File: src/rtl/ilp_pkg.sv
`timescale 1ns / 1ps
// Shared types and constants for the integer literal parser.
// No dependencies; every other file of the block refers to this package.
package ilp_pkg;

  localparam int unsigned ValueWidth = 64;
  localparam int unsigned CharWidth  = 8;

  typedef enum logic [2:0] {
    PH_START  = 3'd0,
    PH_SIGN   = 3'd1,
    PH_ZERO   = 3'd2,
    PH_DIGITS = 3'd3,
    PH_ERROR  = 3'd4
  } phase_t;

  typedef enum logic [1:0] {
    RX_DEC = 2'd0,
    RX_HEX = 2'd1,
    RX_OCT = 2'd2,
    RX_BIN = 2'd3
  } radix_t;

  typedef struct packed {
    phase_t                  phase;
    logic                    negative;
    radix_t                  radix_sel;
    logic [ValueWidth-1:0]   magnitude;
    logic                    seen_digit;
  } state_t;

  typedef struct packed {
    logic                         valid_res;
    logic signed [ValueWidth-1:0] value;
  } result_t;

  localparam state_t StateReset = '{
    phase:      PH_START,
    negative:   1'b0,
    radix_sel:  RX_DEC,
    magnitude:  '0,
    seen_digit: 1'b0
  };

endpackage

File: src/rtl/ilp_if.sv
`timescale 1ns / 1ps
// Valid/ready channel interfaces for the integer literal parser.
// Depends on ilp_pkg for the payload widths.
interface ilp_in_if;
  logic                             valid;
  logic                             ready;
  logic [ilp_pkg::CharWidth-1:0]    character;
  logic                             last_char;

  modport source (output valid, output character, output last_char, input ready);
  modport sink   (input valid, input character, input last_char, output ready);
endinterface

interface ilp_out_if;
  logic                                  valid;
  logic                                  ready;
  logic                                  valid_res;
  logic signed [ilp_pkg::ValueWidth-1:0] value;

  modport source (output valid, output valid_res, output value, input ready);
  modport sink   (input valid, input valid_res, input value, output ready);
endinterface

File: src/rtl/ilp_step.sv
`timescale 1ns / 1ps
// Combinational next-state logic of the parser: one character in, new state out,
// plus the result for the last character of a token. Depends on ilp_pkg.
module ilp_step (
  input  ilp_pkg::state_t                 state_cur,
  input  logic [ilp_pkg::CharWidth-1:0]   char_in,
  input  logic                            last_in,
  output ilp_pkg::state_t                 state_nxt,
  output ilp_pkg::result_t                result
);

  localparam int unsigned VW = ilp_pkg::ValueWidth;
  localparam int unsigned PW = VW + 4;

  localparam logic [7:0] ChPlus  = 8'h2B;
  localparam logic [7:0] ChMinus = 8'h2D;
  localparam logic [7:0] ChZero  = 8'h30;
  localparam logic [7:0] ChNine  = 8'h39;
  localparam logic [7:0] ChLowA  = 8'h61;
  localparam logic [7:0] ChLowF  = 8'h66;
  localparam logic [7:0] ChUpA   = 8'h41;
  localparam logic [7:0] ChUpF   = 8'h46;
  localparam logic [7:0] ChLowX  = 8'h78;
  localparam logic [7:0] ChUpX   = 8'h58;
  localparam logic [7:0] ChLowB  = 8'h62;
  localparam logic [7:0] ChUpB   = 8'h42;
  localparam logic [7:0] ChLowO  = 8'h6F;
  localparam logic [7:0] ChUpO   = 8'h4F;

  logic            dig_ok;
  logic [3:0]      dig_val;
  logic [7:0]      dig_off;
  logic [PW-1:0]   mag_ext;
  logic [PW-1:0]   product;
  logic [PW-1:0]   sum;
  logic [PW-1:0]   limit;
  logic            fits;
  ilp_pkg::state_t take_st;
  ilp_pkg::state_t step_st;

  // Digit decode in the current radix.
  always_comb begin
    dig_ok  = 1'b0;
    dig_off = '0;
    if (char_in inside {[ChZero:ChNine]}) begin
      dig_ok  = 1'b1;
      dig_off = char_in - ChZero;
    end else if (state_cur.radix_sel == ilp_pkg::RX_HEX &&
                 char_in inside {[ChLowA:ChLowF]}) begin
      dig_ok  = 1'b1;
      dig_off = char_in - ChLowA + 8'd10;
    end else if (state_cur.radix_sel == ilp_pkg::RX_HEX &&
                 char_in inside {[ChUpA:ChUpF]}) begin
      dig_ok  = 1'b1;
      dig_off = char_in - ChUpA + 8'd10;
    end
    dig_val = dig_off[3:0];
    case (state_cur.radix_sel)
      ilp_pkg::RX_OCT: if (dig_off > 8'd7) dig_ok = 1'b0;
      ilp_pkg::RX_BIN: if (dig_off > 8'd1) dig_ok = 1'b0;
      ilp_pkg::RX_DEC: if (dig_off > 8'd9) dig_ok = 1'b0;
      default: ;
    endcase
  end

  // Magnitude times radix plus digit, exact in a few extra bits, checked
  // against the signed limit for the sign of the token.
  always_comb begin
    mag_ext = {4'b0, state_cur.magnitude};
    case (state_cur.radix_sel)
      ilp_pkg::RX_HEX: product = mag_ext << 4;
      ilp_pkg::RX_OCT: product = mag_ext << 3;
      ilp_pkg::RX_BIN: product = mag_ext << 1;
      default:         product = (mag_ext << 3) + (mag_ext << 1);
    endcase
    sum   = product + {{(PW-4){1'b0}}, dig_val};
    limit = {{(PW-VW){1'b0}}, 1'b1, {(VW-1){1'b0}}};
    if (!state_cur.negative) begin
      limit = limit - {{(PW-1){1'b0}}, 1'b1};
    end
    fits = (sum <= limit);
  end

  always_comb begin
    take_st = state_cur;
    if (!dig_ok) begin
      take_st.phase = ilp_pkg::PH_ERROR;
    end else begin
      take_st.seen_digit = 1'b1;
      if (!fits) begin
        take_st.phase = ilp_pkg::PH_ERROR;
      end else begin
        take_st.magnitude = sum[VW-1:0];
        take_st.phase     = ilp_pkg::PH_DIGITS;
      end
    end
  end

  always_comb begin
    step_st = state_cur;
    case (state_cur.phase)
      ilp_pkg::PH_START, ilp_pkg::PH_SIGN: begin
        if (state_cur.phase == ilp_pkg::PH_START &&
            (char_in == ChPlus || char_in == ChMinus)) begin
          step_st.negative = (char_in == ChMinus);
          step_st.phase    = ilp_pkg::PH_SIGN;
        end else if (char_in == ChZero && !last_in) begin
          step_st.phase      = ilp_pkg::PH_ZERO;
          step_st.seen_digit = 1'b1;
          step_st.magnitude  = '0;
        end else begin
          step_st = take_st;
        end
      end
      ilp_pkg::PH_ZERO: begin
        if (char_in == ChLowX || char_in == ChUpX) begin
          step_st.radix_sel  = ilp_pkg::RX_HEX;
          step_st.seen_digit = 1'b0;
          step_st.phase      = ilp_pkg::PH_DIGITS;
        end else if (char_in == ChLowB || char_in == ChUpB) begin
          step_st.radix_sel  = ilp_pkg::RX_BIN;
          step_st.seen_digit = 1'b0;
          step_st.phase      = ilp_pkg::PH_DIGITS;
        end else if (char_in == ChLowO || char_in == ChUpO) begin
          step_st.radix_sel  = ilp_pkg::RX_OCT;
          step_st.seen_digit = 1'b0;
          step_st.phase      = ilp_pkg::PH_DIGITS;
        end else begin
          step_st = take_st;
        end
      end
      ilp_pkg::PH_DIGITS: step_st = take_st;
      default:            step_st.phase = ilp_pkg::PH_ERROR;
    endcase
  end

  always_comb begin
    result.valid_res = 1'b0;
    result.value     = '0;
    if (step_st.phase != ilp_pkg::PH_ERROR && step_st.seen_digit) begin
      result.valid_res = 1'b1;
      result.value     = step_st.negative ? -$signed(step_st.magnitude)
                                          : $signed(step_st.magnitude);
    end
    state_nxt = last_in ? ilp_pkg::StateReset : step_st;
  end

endmodule

File: src/rtl/integer_literal_parser.sv
`timescale 1ns / 1ps
// Top level of the streaming integer literal parser.
// Depends on ilp_pkg, the channel interfaces in ilp_if.sv and ilp_step.
//
// Takes a token one character per word, the last character flagged, and for
// each token gives one word: a valid flag and the signed 64-bit value (zero
// when the token is malformed or out of range). One character is accepted
// every cycle unless a token's last character waits for the result slot; the
// result of a token is registered (input register, then result register). The
// rate is set by the combinational step: a multiply by the radix, a digit add
// and a range compare on the 64-bit magnitude. Characters keep flowing while a
// result waits, until a second token end must wait for the result slot.
module integer_literal_parser (
  input  logic         clk,
  input  logic         rst_n,
  ilp_in_if.sink       in_s,
  ilp_out_if.source    out_s
);

  logic                            in_valid_r;
  logic [ilp_pkg::CharWidth-1:0]   in_char_r;
  logic                            in_last_r;
  ilp_pkg::state_t                 state_r;
  ilp_pkg::state_t                 state_nxt;
  ilp_pkg::result_t                res_nxt;
  ilp_pkg::result_t                res_r;
  logic                            out_valid_r;
  logic                            out_free;
  logic                            step_en;

  ilp_step u_step (
    .state_cur (state_r),
    .char_in   (in_char_r),
    .last_in   (in_last_r),
    .state_nxt (state_nxt),
    .result    (res_nxt)
  );

  assign out_free   = !out_valid_r || out_s.ready;
  assign step_en    = in_valid_r && (!in_last_r || out_free);
  assign in_s.ready = !in_valid_r || step_en;

  always_ff @(posedge clk) begin
    if (!rst_n) begin
      in_valid_r <= 1'b0;
    end else if (in_s.ready) begin
      in_valid_r <= in_s.valid;
    end
  end

  always_ff @(posedge clk) begin
    if (in_s.ready && in_s.valid) begin
      in_char_r <= in_s.character;
      in_last_r <= in_s.last_char;
    end
  end

  always_ff @(posedge clk) begin
    if (!rst_n) begin
      state_r <= ilp_pkg::StateReset;
    end else if (step_en) begin
      state_r <= state_nxt;
    end
  end

  always_ff @(posedge clk) begin
    if (!rst_n) begin
      out_valid_r <= 1'b0;
    end else if (step_en && in_last_r) begin
      out_valid_r <= 1'b1;
    end else if (out_s.ready) begin
      out_valid_r <= 1'b0;
    end
  end

  always_ff @(posedge clk) begin
    if (step_en && in_last_r) begin
      res_r <= res_nxt;
    end
  end

  assign out_s.valid     = out_valid_r;
  assign out_s.valid_res = res_r.valid_res;
  assign out_s.value     = res_r.value;

endmodule

File: src/flat_wrapper.sv
// flat-port wrapper written by rule: the top's interface ports become plain ports
module integer_literal_parser_flat 
  (clk, rst_n, in_s_valid, in_s_character, in_s_last_char, in_s_ready, out_s_valid, out_s_valid_res, out_s_value, out_s_ready);
  ilp_in_if in_s_i ();
  ilp_out_if out_s_i ();
  input  logic clk;
  input  logic rst_n;
  input wire logic [$bits(in_s_i.valid)-1:0] in_s_valid;
  input wire logic [$bits(in_s_i.character)-1:0] in_s_character;
  input wire logic [$bits(in_s_i.last_char)-1:0] in_s_last_char;
  output wire logic [$bits(in_s_i.ready)-1:0] in_s_ready;
  output wire logic [$bits(out_s_i.valid)-1:0] out_s_valid;
  output wire logic [$bits(out_s_i.valid_res)-1:0] out_s_valid_res;
  output wire logic [$bits(out_s_i.value)-1:0] out_s_value;
  input wire logic [$bits(out_s_i.ready)-1:0] out_s_ready;
  assign in_s_i.valid = in_s_valid;
  assign in_s_i.character = in_s_character;
  assign in_s_i.last_char = in_s_last_char;
  assign in_s_ready = in_s_i.ready;
  assign out_s_valid = out_s_i.valid;
  assign out_s_valid_res = out_s_i.valid_res;
  assign out_s_value = out_s_i.value;
  assign out_s_i.ready = out_s_ready;
  integer_literal_parser u_core (.clk(clk), .rst_n(rst_n), .in_s(in_s_i), .out_s(out_s_i));
endmodule
File: config.mk
export PLATFORM = sky130hd
export DESIGN_NAME = integer_literal_parser_flat
export DESIGN_NICKNAME = d
export VERILOG_FILES = /design/src/rtl/ilp_pkg.sv /design/src/rtl/ilp_if.sv /design/src/rtl/ilp_step.sv /design/src/rtl/integer_literal_parser.sv /design/src/flat_wrapper.sv
export SDC_FILE = /design/constraint.sdc
export NUM_CORES = 1
export LEC_CHECK = 0
export ABC_AREA = 0
export BUFFER_PORTS_ARGS = -buffer_cell sky130_fd_sc_hd__buf_2
export CAP_MARGIN = 10
export CORE_MARGIN = 4
export CORE_UTILIZATION = 30
export DETAILED_ROUTE_END_ITERATION = 6
export PLACE_DENSITY = 0.52
export SYNTH_ARGS = -nofsm -noshare
export SYNTH_HDL_FRONTEND = slang
export SYNTH_HIERARCHICAL = 1
export SYNTH_SLANG_ARGS = --single-unit
File: constraint.sdc
create_clock -name clk -period 11.2 [get_ports clk]
set_input_delay 1.68 -clock clk [delete_from_list [all_inputs] [get_ports clk]]
set_output_delay 1.68 -clock clk [all_outputs]
set_load 0.02 [all_outputs]
Word level (Yosys, flattened, before mapping)
Index checks and enable logic that the tools add are counted.

Flip-flop bits (word level): 147. Input port bits: 13. Output and inout port bits: 67. Logic and storage cells: 114.

Add/subtract/negate cells: 8. Order comparisons: 10. Equality and inequality tests: 18. Muxes and demuxes: 39. Reduce and logical (&&, ||, !) cells: 28.

Operators with widths (count): $pmux 68 s3 (2); $mux 64 (6); $mux 65 (4); $mux 71 (1); $add 67x65->68 (1); $add 68x4->68 (1); $le 68x68->1 (1); $neg 64->64 (1); $eq 8x7->1 const B (6); $eq 8x6->1 const B (3); $mux 8 (3); $mux 3 (6); $add 8x4->8 const B (2); $ge 8x7->1 const B (2); $le 8x7->1 const B (2); $sub 8x7->8 const B (2); $logic_and 1x1->1 (11); $mux 1 (11); $pmux 3 s3 (1); $ge 8x6->1 const B (1); $gt 8x1->1 const B (1); $gt 8x3->1 const B (1); $gt 8x4->1 const B (1); $le 8x6->1 const B (1); 18 further kinds (32).

Depth between registers and ports, before layout
Gate-level depths: netlist of the first run.

Depth after elaboration: 17. Depth in mapped cells: 54. Gate-level depth less buffers: 46.

Modules after synthesis
The synthesis of the first run kept the hierarchy.

Modules (own cells, without submodules): ilp_step (instances 1, cells an instance 2294, area each 14502.7 sq um, sequential area each 0.0 sq um); integer_literal_parser (instances 1, cells an instance 393, area each 5226.3 sq um, sequential area each 3683.5 sq um).

Worst setup path after synthesis of the first run
OpenSTA, ideal clock, no wires.

Path kind: register to register. Start: reg u_core/state_r[66] in the netlist's numbering. End: reg u_core.res_r, in the netlist u_core/out_s.value[32] (data pin). Library setup time: 0.266 ns. Arrival time: 10.322 ns. Data required time: 10.934 ns. Slack: 0.612 ns. Cell stages (with the launch flop): 54. Buffers on the path: 12. Clock period less this slack: 10.588 ns. Path through: dfxtp_1 inv_1 ha_1 buf_2 buf_2 buf_2 buf_2 buf_2 buf_1 clkbuf_1 clkbuf_1 buf_1 clkbuf_1 nor2_1 nor2b_1 ha_1 inv_1 fa_1 [... 18 more ...] a211oi_1 o21ai_0 a21oi_1 o21ai_0 a2111o_1 nor3_2 nor2_1 clkbuf_1 buf_1 a21oi_1 ha_1 inv_1 a41o_1 a31oi_1 nor4b_1 a41oi_1 xor2_1 nor2_1.

Longest elaborated chain between the ends: 15. Elaborated cells on any way between the ends: 45. Those cells by class: 2 x add/sub; 4 x order compare; 4 x eq/ne; 31 x mux; 4 x reduce/logical.

RTL lines: from (decl) (RTL line integer_literal_parser.sv:23) `ilp_pkg::state_t state_r;`; from (signal assigned) (RTL line integer_literal_parser.sv:60) `state_r <= ilp_pkg::StateReset;`; from (signal assigned) (RTL line integer_literal_parser.sv:62) `state_r <= state_nxt;`; $eq 2x1->1 (RTL line ilp_step.sv:48, ilp_step.sv:52, ilp_step.sv:70); $logic_and 1x1->1 (RTL line ilp_step.sv:53) `char_in inside {[ChUpA:ChUpF]}) begin`; $mux 8 (RTL line ilp_step.sv:52) `end else if (state_cur.radix_sel == ilp_pkg::RX_HEX &&`; $mux 8 (RTL line ilp_step.sv:48) `end else if (state_cur.radix_sel == ilp_pkg::RX_HEX &&`; $mux 8 (RTL line ilp_step.sv:45) `if (char_in inside {[ChZero:ChNine]}) begin`; $add 68x4->68, or another cell as far along (RTL line ilp_step.sv:76) `sum = product + {{(PW-4){1'b0}}, dig_val};`; $le 68x68->1, or another cell as far along (RTL line ilp_step.sv:81) `fits = (sum <= limit);`; $mux 64, or another cell as far along (RTL line ilp_step.sv:90) `if (!fits) begin`; $mux 65 or $mux 3 (tied branches) (RTL line ilp_step.sv:86) `if (!dig_ok) begin`; $mux 64 or $mux 3 (tied branches) (RTL line ilp_step.sv:124) `end else if (char_in == ChLowO || char_in == ChUpO) begin`; $mux 64 or $mux 3 (tied branches) (RTL line ilp_step.sv:120) `end else if (char_in == ChLowB || char_in == ChUpB) begin`; $mux 64 or $mux 3 (tied branches) (RTL line ilp_step.sv:116) `if (char_in == ChLowX || char_in == ChUpX) begin`; $pmux 68 s3 or $pmux 3 s3 (tied branches) (RTL line ilp_step.sv:101) `case (state_cur.phase)`; $neg 64->64 or $ne 3x3->1 (tied branches) (RTL line ilp_step.sv:142, ilp_step.sv:140); $mux 64 or $logic_and 1x1->1 (tied branches) (RTL line ilp_step.sv:142, ilp_step.sv:140); to (signal assigned) (RTL line integer_literal_parser.sv:78) `res_r <= res_nxt;`; to (decl) (RTL line integer_literal_parser.sv:26) `ilp_pkg::result_t res_r;`.

Parallel ways exist; a longest one is shown, timed or not. The select of a mux whose other input is x is not followed. A chain may end at the register's enable or synchronous reset.

Worst setup path after layout of the first run
Start: reg u_core/in_char_r[4] in the netlist's numbering. End: reg u_core.res_r, in the netlist u_core/out_s.value[62] (data pin).

Longest elaborated chain between the ends: 16. Elaborated cells on any way between the ends: 69. Those cells by class: 7 x add/sub; 10 x order compare; 10 x eq/ne; 30 x mux; 12 x reduce/logical.

RTL lines: from (decl) (RTL line integer_literal_parser.sv:21) `logic [ilp_pkg::CharWidth-1:0] in_char_r;`; from (signal assigned) (RTL line integer_literal_parser.sv:53) `in_char_r <= in_s.character;`; $ge 8x7->1 or $le 8x7->1 (tied branches) (RTL line ilp_step.sv:53); $logic_and 1x1->1 (2 in series) (RTL line ilp_step.sv:53); $mux 8 (RTL line ilp_step.sv:52); $mux 8 (RTL line ilp_step.sv:48); $mux 8 (RTL line ilp_step.sv:45); $add 68x4->68, or another cell as far along (RTL line ilp_step.sv:76); $le 68x68->1, or another cell as far along (RTL line ilp_step.sv:81); $mux 64, or another cell as far along (RTL line ilp_step.sv:90); $mux 65 or $mux 3 (tied branches) (RTL line ilp_step.sv:86); $mux 64 or $mux 3 (tied branches) (RTL line ilp_step.sv:124); $mux 64 or $mux 3 (tied branches) (RTL line ilp_step.sv:120); $mux 64 or $mux 3 (tied branches) (RTL line ilp_step.sv:116); $pmux 68 s3 or $pmux 3 s3 (tied branches) (RTL line ilp_step.sv:101); $neg 64->64 or $ne 3x3->1 (tied branches) (RTL line ilp_step.sv:142, ilp_step.sv:140); $mux 64 or $logic_and 1x1->1 (tied branches) (RTL line ilp_step.sv:142, ilp_step.sv:140).

Parallel ways exist; a longest one is shown, timed or not. The select of a mux whose other input is x is not followed.

==> flow_metrics.env, run 1 <==
export IMPL_outcome="finished, violations left"
export IMPL_violations="design-rule violations"
export IMPL_vdd_drop_max_uv=112.6
export IMPL_yosysTopAreaCell="edfxtp_1"
export IMPL_clock_skew_ns=0.01591
export IMPL_synth_top_area_share_pct=11.26
export IMPL_clock_latency_ns=0.46
export IMPL_hold_viol=0
export IMPL_critPathLaunchType="flop"
export IMPL_die_x_microns=264.4
export IMPL_r2r_slack_ns=0.67
export IMPL_dp_hpwl_mm=63.37
export IMPL_worstHoldStart="u_core/state_r[0]$_SDFFE_PN0P_"
export IMPL_slew_violations=0
export IMPL_power_total_mw=1.244
export IMPL_worst_pin_slew_ns=1.331
export IMPL_start_util_pct=30.44
export IMPL_gp_congestion=0.9778
export IMPL_min_path_type="reg2reg"
export IMPL_synth_area_leaders="edfxtp_1 11%, ha_1 9.3%, dfxtp_1 7.4%, nand2_1 7.1%, nor2_1 6.5%"
export IMPL_min_path_cells=2
export IMPL_synth_avg_cell_area_sq_um=7.342
export IMPL_fillers=6929
export IMPL_min_to="u_core/state_r[0]$_SDFFE_PN0P_"
export IMPL_synthesis_nets=2848
export IMPL_wl_mm=81.77
export IMPL_io_pins=80
export IMPL_ys_seq_elements=147
export IMPL_cts_setup_buffers=0
export IMPL_cts_hold_fix_buffers=0
export IMPL_max_stage_delay_ns=0.72
export IMPL_drt_iter0_drc=2716
export IMPL_fin_crit_sh_pct=94.00
export IMPL_synthFlopType="edfxtp_1"
export IMPL_routed_via_density=6.176
export IMPL_fin_tns_setup_ns=0
export IMPL_r2r_end="u_core/out_s.value[62]$_DFFE_PP_"
export IMPL_grtUsageTotal_pct=22.12
export IMPL_path_common_cell="a21oi_1"
export IMPL_num_antenna_cells=0
export IMPL_path_max_fanout=13
export IMPL_first_pass_iters=7
export IMPL_synth_distinct_cells=103
export IMPL_fmax_mhz=94.99
export IMPL_layout_nets=2813
export IMPL_die_h_microns=264.4
export IMPL_syn2layout_area_growth_pct=8.003
export IMPL_grt_pass1_vias=20010
export IMPL_instances_no_fill=3520
export IMPL_cts_tree="yes"
export IMPL_grt_pass1_wl_mm=123.5
export IMPL_cts_sinks=147
export IMPL_powerDensity_nw_per_um2=58.39
export IMPL_timing_rr_start="u_core/in_char_r[4]$_DFFE_PP_"
export IMPL_cts_buffer_depth=2
export IMPL_relSlewSlack_pct=11.01
export IMPL_die_area_sq_um=69930
export IMPL_core_sq_um=64810
export IMPL_p_leak_nw=8.033
export IMPL_max_cap_violations=0
export IMPL_path_class="reg2reg"
export IMPL_required_ns=11.40
export IMPL_worst_hold_slack_ns=0.4740
export IMPL_place_inst=3488
export IMPL_period_minus_slack_ns=10.53
export IMPL_r2r_cells=40
export IMPL_num_rows=93
export IMPL_cts_root_buf="clkbuf_16"
export IMPL_cts_inserted_buffers=17
export IMPL_post_drt_wl_per_cell_microns=23.23
export IMPL_via_count=21740
export IMPL_cp_slowest_cell="nor2_1"
export IMPL_clk_pin_slew_ns=0.06
export IMPL_drtAntennaViolNets=0
export IMPL_yosys_cell_count_top_type="nand2_1"
export IMPL_synthArstFlopShare_pct=0
export IMPL_synth_edff_count=74
export IMPL_rsz0062_at_grt="no"
export IMPL_ys_warn_count=6
export IMPL_grt_start_max_net_pins=74
export IMPL_cp_end_kind="flop"
export IMPL_arrival_ns=10.73
export IMPL_setup_viol=0
export IMPL_cts_repair_resized=0
export IMPL_netlist_area_sq_um=19730
export IMPL_antenna_found_initial=0
export IMPL_drive_gt1_share_pct=8.218
export IMPL_postLayoutCoreUtil_pct=32.88
export IMPL_portBuffers=79
export IMPL_drc=1
export IMPL_synth_top_cells_by_count="373 x nand2_1, 342 x nor2_1, 192 x a21oi_1"
export IMPL_grt_ovfl_total=0
export IMPL_h_tree_depth=4
export IMPL_synthCells=2687
export IMPL_yosysSeqAreaShare_pct=18.67
## worst max-delay path by stage
stage                                     from                                to  slack (ns)  cells past startpoint
5_1_grt          u_core/in_char_r[3]$_DFFE_PP_  u_core/out_s.value[32]$_DFFE_PP_        0.07                     42
2_1_floorplan  u_core/state_r[66]$_SDFFE_PN0P_  u_core/out_s.value[32]$_DFFE_PP_        0.61                     53
4_1_cts          u_core/in_char_r[3]$_DFFE_PP_  u_core/out_s.value[62]$_DFFE_PP_        0.57                     37
3_5_place_dp     u_core/in_char_r[3]$_DFFE_PP_  u_core/out_s.value[62]$_DFFE_PP_        0.61                     37
3_3_place_gp     u_core/in_char_r[4]$_DFFE_PP_  u_core/out_s.value[62]$_DFFE_PP_        0.72                     42
6_report         u_core/in_char_r[4]$_DFFE_PP_  u_core/out_s.value[62]$_DFFE_PP_        0.67                     40
## placed cells by master (no fill, tap or decap), types with 22 or more instances in the layout
cell	synthesis	layout
nand4_1	76	76
edfxtp_1	74	74
nand3_1	44	44
o21ai_0	122	122
a21oi_1	192	190
xor2_1	72	71
nand2b_1	26	26
inv_1	47	46
a21o_1	52	52
a222oi_1	49	49
a31oi_1	29	29
nor2_1	342	341
nand2_1	373	372
or3_1	27	27
nor3_1	80	80
xnor2_1	60	60
buf_4	4	40
buf_2	62	78
nor4_1	33	32
and3_1	23	22
ha_1	146	142
a211oi_1	27	27
a22oi_1	79	79
mux2i_1	92	92
dfxtp_1	73	72
## final cells by class
class	instances	area (sq um)	share of cell area, %
clock inverter	11	82.58	0.3876
multi-input combinational	2319	15050	70.65
timing repair buffer	119	710.7	3.335
clock buffer	21	525.5	2.466
tap	855	1070	5.021
sequential	147	3685	17.29
inverter	48	180.2	0.8456
## registers in the layout, indices dropped and copies added (netlist names)
signal and cells:
u_core/state_r 71, u_core/out_s.value 64, u_core/in_char_r 8, u_core/in_last_r 1
u_core/in_valid_r 1, u_core/out_s.valid 1, u_core/out_s.valid_res 1
## critical path: cells and delay by family (launching register included)
kind                       cells  cell delay, ns
AOI/OAI and AO/OA             17            3.27
xor gates and xnor gates       1            0.38
buffers and inverters          4            0.53
muxes                          1            0.35
DFF                            1            0.51
adders and majority gates      4            1.49
and+or+nand+nor               13            3.72
## power by group
| group | switching (mW) | leakage [nW] | internal, mW |
|---|---|---|---|
| clock | 0.259 | 0.302 | 0.339 |
| combinational | 0.0532 | 6.33 | 0.0210 |
| sequential | 0.00544 | 1.41 | 0.567 |
| total | 0.317 | 8.03 | 0.927 |
## kinds of logic after synthesis
group	count (synthesis)	share of synthesized area, %
AND/OR/NAND/NOR	1145	27.42
AO/OA/AOI/OAI	795	28.10
buffers and inverters	221	5.416
adder cells (fa/ha/maj)	148	9.462
flip-flops	147	18.67
XOR/XNOR	132	5.860
multiplexers	99	5.067
## routing by layer
layer / wire [microns] / global-route usage [%] / part of all wire, % / vias to the layer above
met4: 2382 / 6.682 / 2.9 / 0
met2: 36090 / 35.00 / 44 / 1020
met1: 37400 / 31.68 / 46 / 10500
li1: - / - / - / 10090
met5: 0 / 0 / 0 / -
met3: 5900 / 2.469 / 7.2 / 130
## metrics by stage
step	setup slack [ns]	instance area (sq um)
2_1_floorplan	0.6118	19730
3_3_place_gp	0.7243	20680
3_5_place_dp	0.6140	20680
4_1_cts	0.5673	21290
5_1_grt	0.06975	21310
6_report	0.6725	21310
Power figures use the tool's default switching activity.
==> run 2: changes to the inputs <==
SYNTH_HIERARCHICAL = unset   (was 1)
==> run 2 against run 1 <==
Compared with the run above: the run still ends with design-rule violations left; core utilization up 1.0 points; critical path depth down 4; combinational power up 40%; hold slack better by 0.14 ns; critical path type unchanged; highest routed layer unchanged.
==> flow_metrics.env, run 2 <==
export IMPL_outcome="finished, violations left"
export IMPL_violations="design-rule violations"
export IMPL_synthFlopType="edfxtp_1"
export IMPL_grt_pass1_vias=19740
export IMPL_yosysTopAreaCell="edfxtp_1"
export IMPL_synth_top_cells_by_count="294 x nand2_1, 247 x nor2_1, 207 x a21oi_1"
export IMPL_path_class="reg2reg"
export IMPL_clock_skew_ns=0.01917
export IMPL_synth_top_area_share_pct=11.72
export IMPL_largest_reg_flops=71
export IMPL_cts_tree="yes"
export IMPL_synthArstFlopShare_pct=0
export IMPL_cts_root_buf="clkbuf_16"
export IMPL_synth_avg_cell_area_sq_um=7.439
export IMPL_routed_via_density=6.154
export IMPL_critPathLaunchType="flop"
export IMPL_antenna_found_initial=1
export IMPL_period_minus_slack_ns=10.57
export IMPL_cts_sinks=147
export IMPL_core_sq_um=62170
export IMPL_clock_latency_ns=0.46
export IMPL_slew_violations=0
export IMPL_start_util_pct=30.49
export IMPL_powerDensity_nw_per_um2=61.96
export IMPL_drc=6
export IMPL_fin_tns_setup_ns=0
export IMPL_setup_viol=0
export IMPL_max_stage_delay_ns=0.93
export IMPL_drtAntennaViolNets=0
export IMPL_vdd_drop_max_uv=69.09
export IMPL_dpl_cell_area_sq_um=20270
export IMPL_clk_pin_slew_ns=0.06
export IMPL_fin_crit_sh_pct=94.37
export IMPL_drive_gt1_share_pct=10.96
export IMPL_synth_area_leaders="edfxtp_1 12%, ha_1 9.6%, dfxtp_1 7.7%, nand2_1 5.8%, a21oi_1 5.5%"
export IMPL_drt_iter0_drc=2358
export IMPL_yosys_cell_count_top_type="nand2_1"
export IMPL_ys_seq_elements=147
export IMPL_final_cell_area_sq_um=21060
export IMPL_mostFrequentLayoutCells="293 x nand2_1, 246 x nor2_1, 203 x a21oi_1"
export IMPL_post_drt_wl_per_cell_microns=23.52
export IMPL_max_cap_violations=0
export IMPL_switchingPower_uw=327.2
export IMPL_cts_buffer_depth=2
export IMPL_regMostFlops="u_core.state_r"
export IMPL_h_tree_depth=4
export IMPL_fmax_mhz=94.61
export IMPL_synthesis_nets=2709
export IMPL_gp_congestion=0.9857
export IMPL_wl_mm=80.22
export IMPL_die_h_microns=259.4
export IMPL_postLayoutCoreUtil_pct=33.88
export IMPL_power_share_combinational_pct=8.0
export IMPL_netlist_area_sq_um=18950
export IMPL_pre_cts_ws_ns=0.03396
export IMPL_grt_pass1_wl_mm=121.1
export IMPL_fin_ws_ns=0.6306
export IMPL_clock_power_share_pct=47.8
export IMPL_num_rows=91
export IMPL_cp_slowest_cell="o311ai_0"
export IMPL_layout_commonest_cell="nand2_1"
export IMPL_yosysSeqAreaShare_pct=19.43
export IMPL_p_leak_nw=8.086
export IMPL_layout_nets=2720
export IMPL_syn2layout_area_growth_pct=11.11
export IMPL_cp_end_kind="flop"
export IMPL_worst_pin_slew_ns=1.240
export IMPL_die_area_sq_um=67270
export IMPL_cts_hold_fix_buffers=0
export IMPL_internal_power_uw=977.7
export IMPL_cts_inserted_buffers=17
export IMPL_grt_start_max_net_pins=74
export IMPL_required_ns=11.35
export IMPL_relSlewSlack_pct=17.18
export IMPL_synth_edff_count=74
export IMPL_grt_ovfl_total=0
export IMPL_first_pass_iters=7
export IMPL_min_path_type="reg2reg"
export IMPL_synth_distinct_cells=106
export IMPL_via_count=20990
export IMPL_path_max_fanout=14
export IMPL_ys_warn_count=0
export IMPL_synthCells=2548
export IMPL_fillers=6628
export IMPL_grtUsageTotal_pct=22.76
export IMPL_portBuffers=79
export IMPL_io_pins=80
export IMPL_dp_hpwl_mm=62.60
export IMPL_pwr_share_seq_pct=44.2
export IMPL_die_x_microns=259.4
export IMPL_netSwitchingFraction_pct=25.07
export IMPL_arrival_ns=10.72
export IMPL_hold_viol=0
==> run 2: final cells by class <==
class                   count  area [sq um]  share of cell area, %
multi-input cells        2193         14590                  69.27
diodes                      1         2.502                0.01188
clock inverters            12         180.2                 0.8555
well taps                 837          1047                  4.973
inverters                  56         214.0                  1.016
clock buffers              20         446.7                  2.121
flip-flops and latches    147          3685                  17.50
repair buffers            144         895.9                  4.254
==> run 2: final timing paths <==
| path | startpoint | to | slack (ns) | cells after the start |
|---|---|---|---|---|
| setup / recovery | u_core.state_r[12]$_SDFFE_PN0P_ | u_core.out_s.value[36]$_SDFFCE_PN0P_ | 0.63 | 36 |
| hold reg to reg | u_core.state_r[0]$_SDFFE_PN0P_ | u_core.state_r[0]$_SDFFE_PN0P_ | 0.61 | 2 |
| hold / removal | u_core.state_r[0]$_SDFFE_PN0P_ | u_core.state_r[0]$_SDFFE_PN0P_ | 0.61 | 2 |
| setup reg to reg | u_core.state_r[12]$_SDFFE_PN0P_ | u_core.out_s.value[36]$_SDFFCE_PN0P_ | 0.63 | 36 |
==> run 2: cell families (layout without fill, tap and decap cells) <==
family,after synthesis,count (layout),synth area share [%]
fa+ha+maj,148,148,9.849
xor+xnor,128,128,5.915
flops,147,147,19.43
buf+inv,208,232,4.436
mux,21,21,1.149
compound gates,875,875,31.96
simple gates,1021,1021,27.26
other cells,0,1,0
==> run 2: timing repair <==
item	4_1_cts	5_1_grt
pin swaps	0	5
buffers inserted	0	10
endpoints found under the setup margin	1	59
gates resized for setup	1	17
==> run 2: power by group through the flow <==
stage,Clock [mW],Sequential (mW),Combinational [mW]
after floorplan,0,0.592,0.0577
after global placement,0,0.589,0.100
after detailed placement,0,0.589,0.100
after CTS,0.631,0.577,0.100
after global routing,0.656,0.577,0.110
final,0.624,0.577,0.104
==> run 2: routing by layer <==
layer / vias up / global-route usage, % / part of all wire, %
li1: 9710 / - / -
met3: 148 / 2.263 / 7.8
met4: 0 / 8.440 / 3.5
met2: 968 / 35.82 / 44
met5: - / 0 / 0
met1: 10160 / 32.22 / 45
==> run 2: metrics by stage <==
stage | total power, mW | hold slack, ns | cells
2_1_floorplan | 0.6495 | 0.5239 | 2548
3_3_place_gp | 0.6892 | 0.5658 | 3367
3_5_place_dp | 0.6892 | 0.5978 | 3367
4_1_cts | 1.309 | 0.6057 | 3399
5_1_grt | 1.344 | 0.6456 | 3409
6_report | 1.305 | 0.6112 | 3410
==> run 2: worst max-delay path, delay by kind of cell (launching register included) <==
kind / cells / cell delay, ns
AO/OA/AOI/OAI: 17 / 4.73
AND/OR/NAND/NOR: 13 / 3.31
adder cells (fa/ha/maj): 2 / 0.69
flip-flops: 1 / 0.66
buffers and inverters: 2 / 0.49
XOR/XNOR: 2 / 0.37
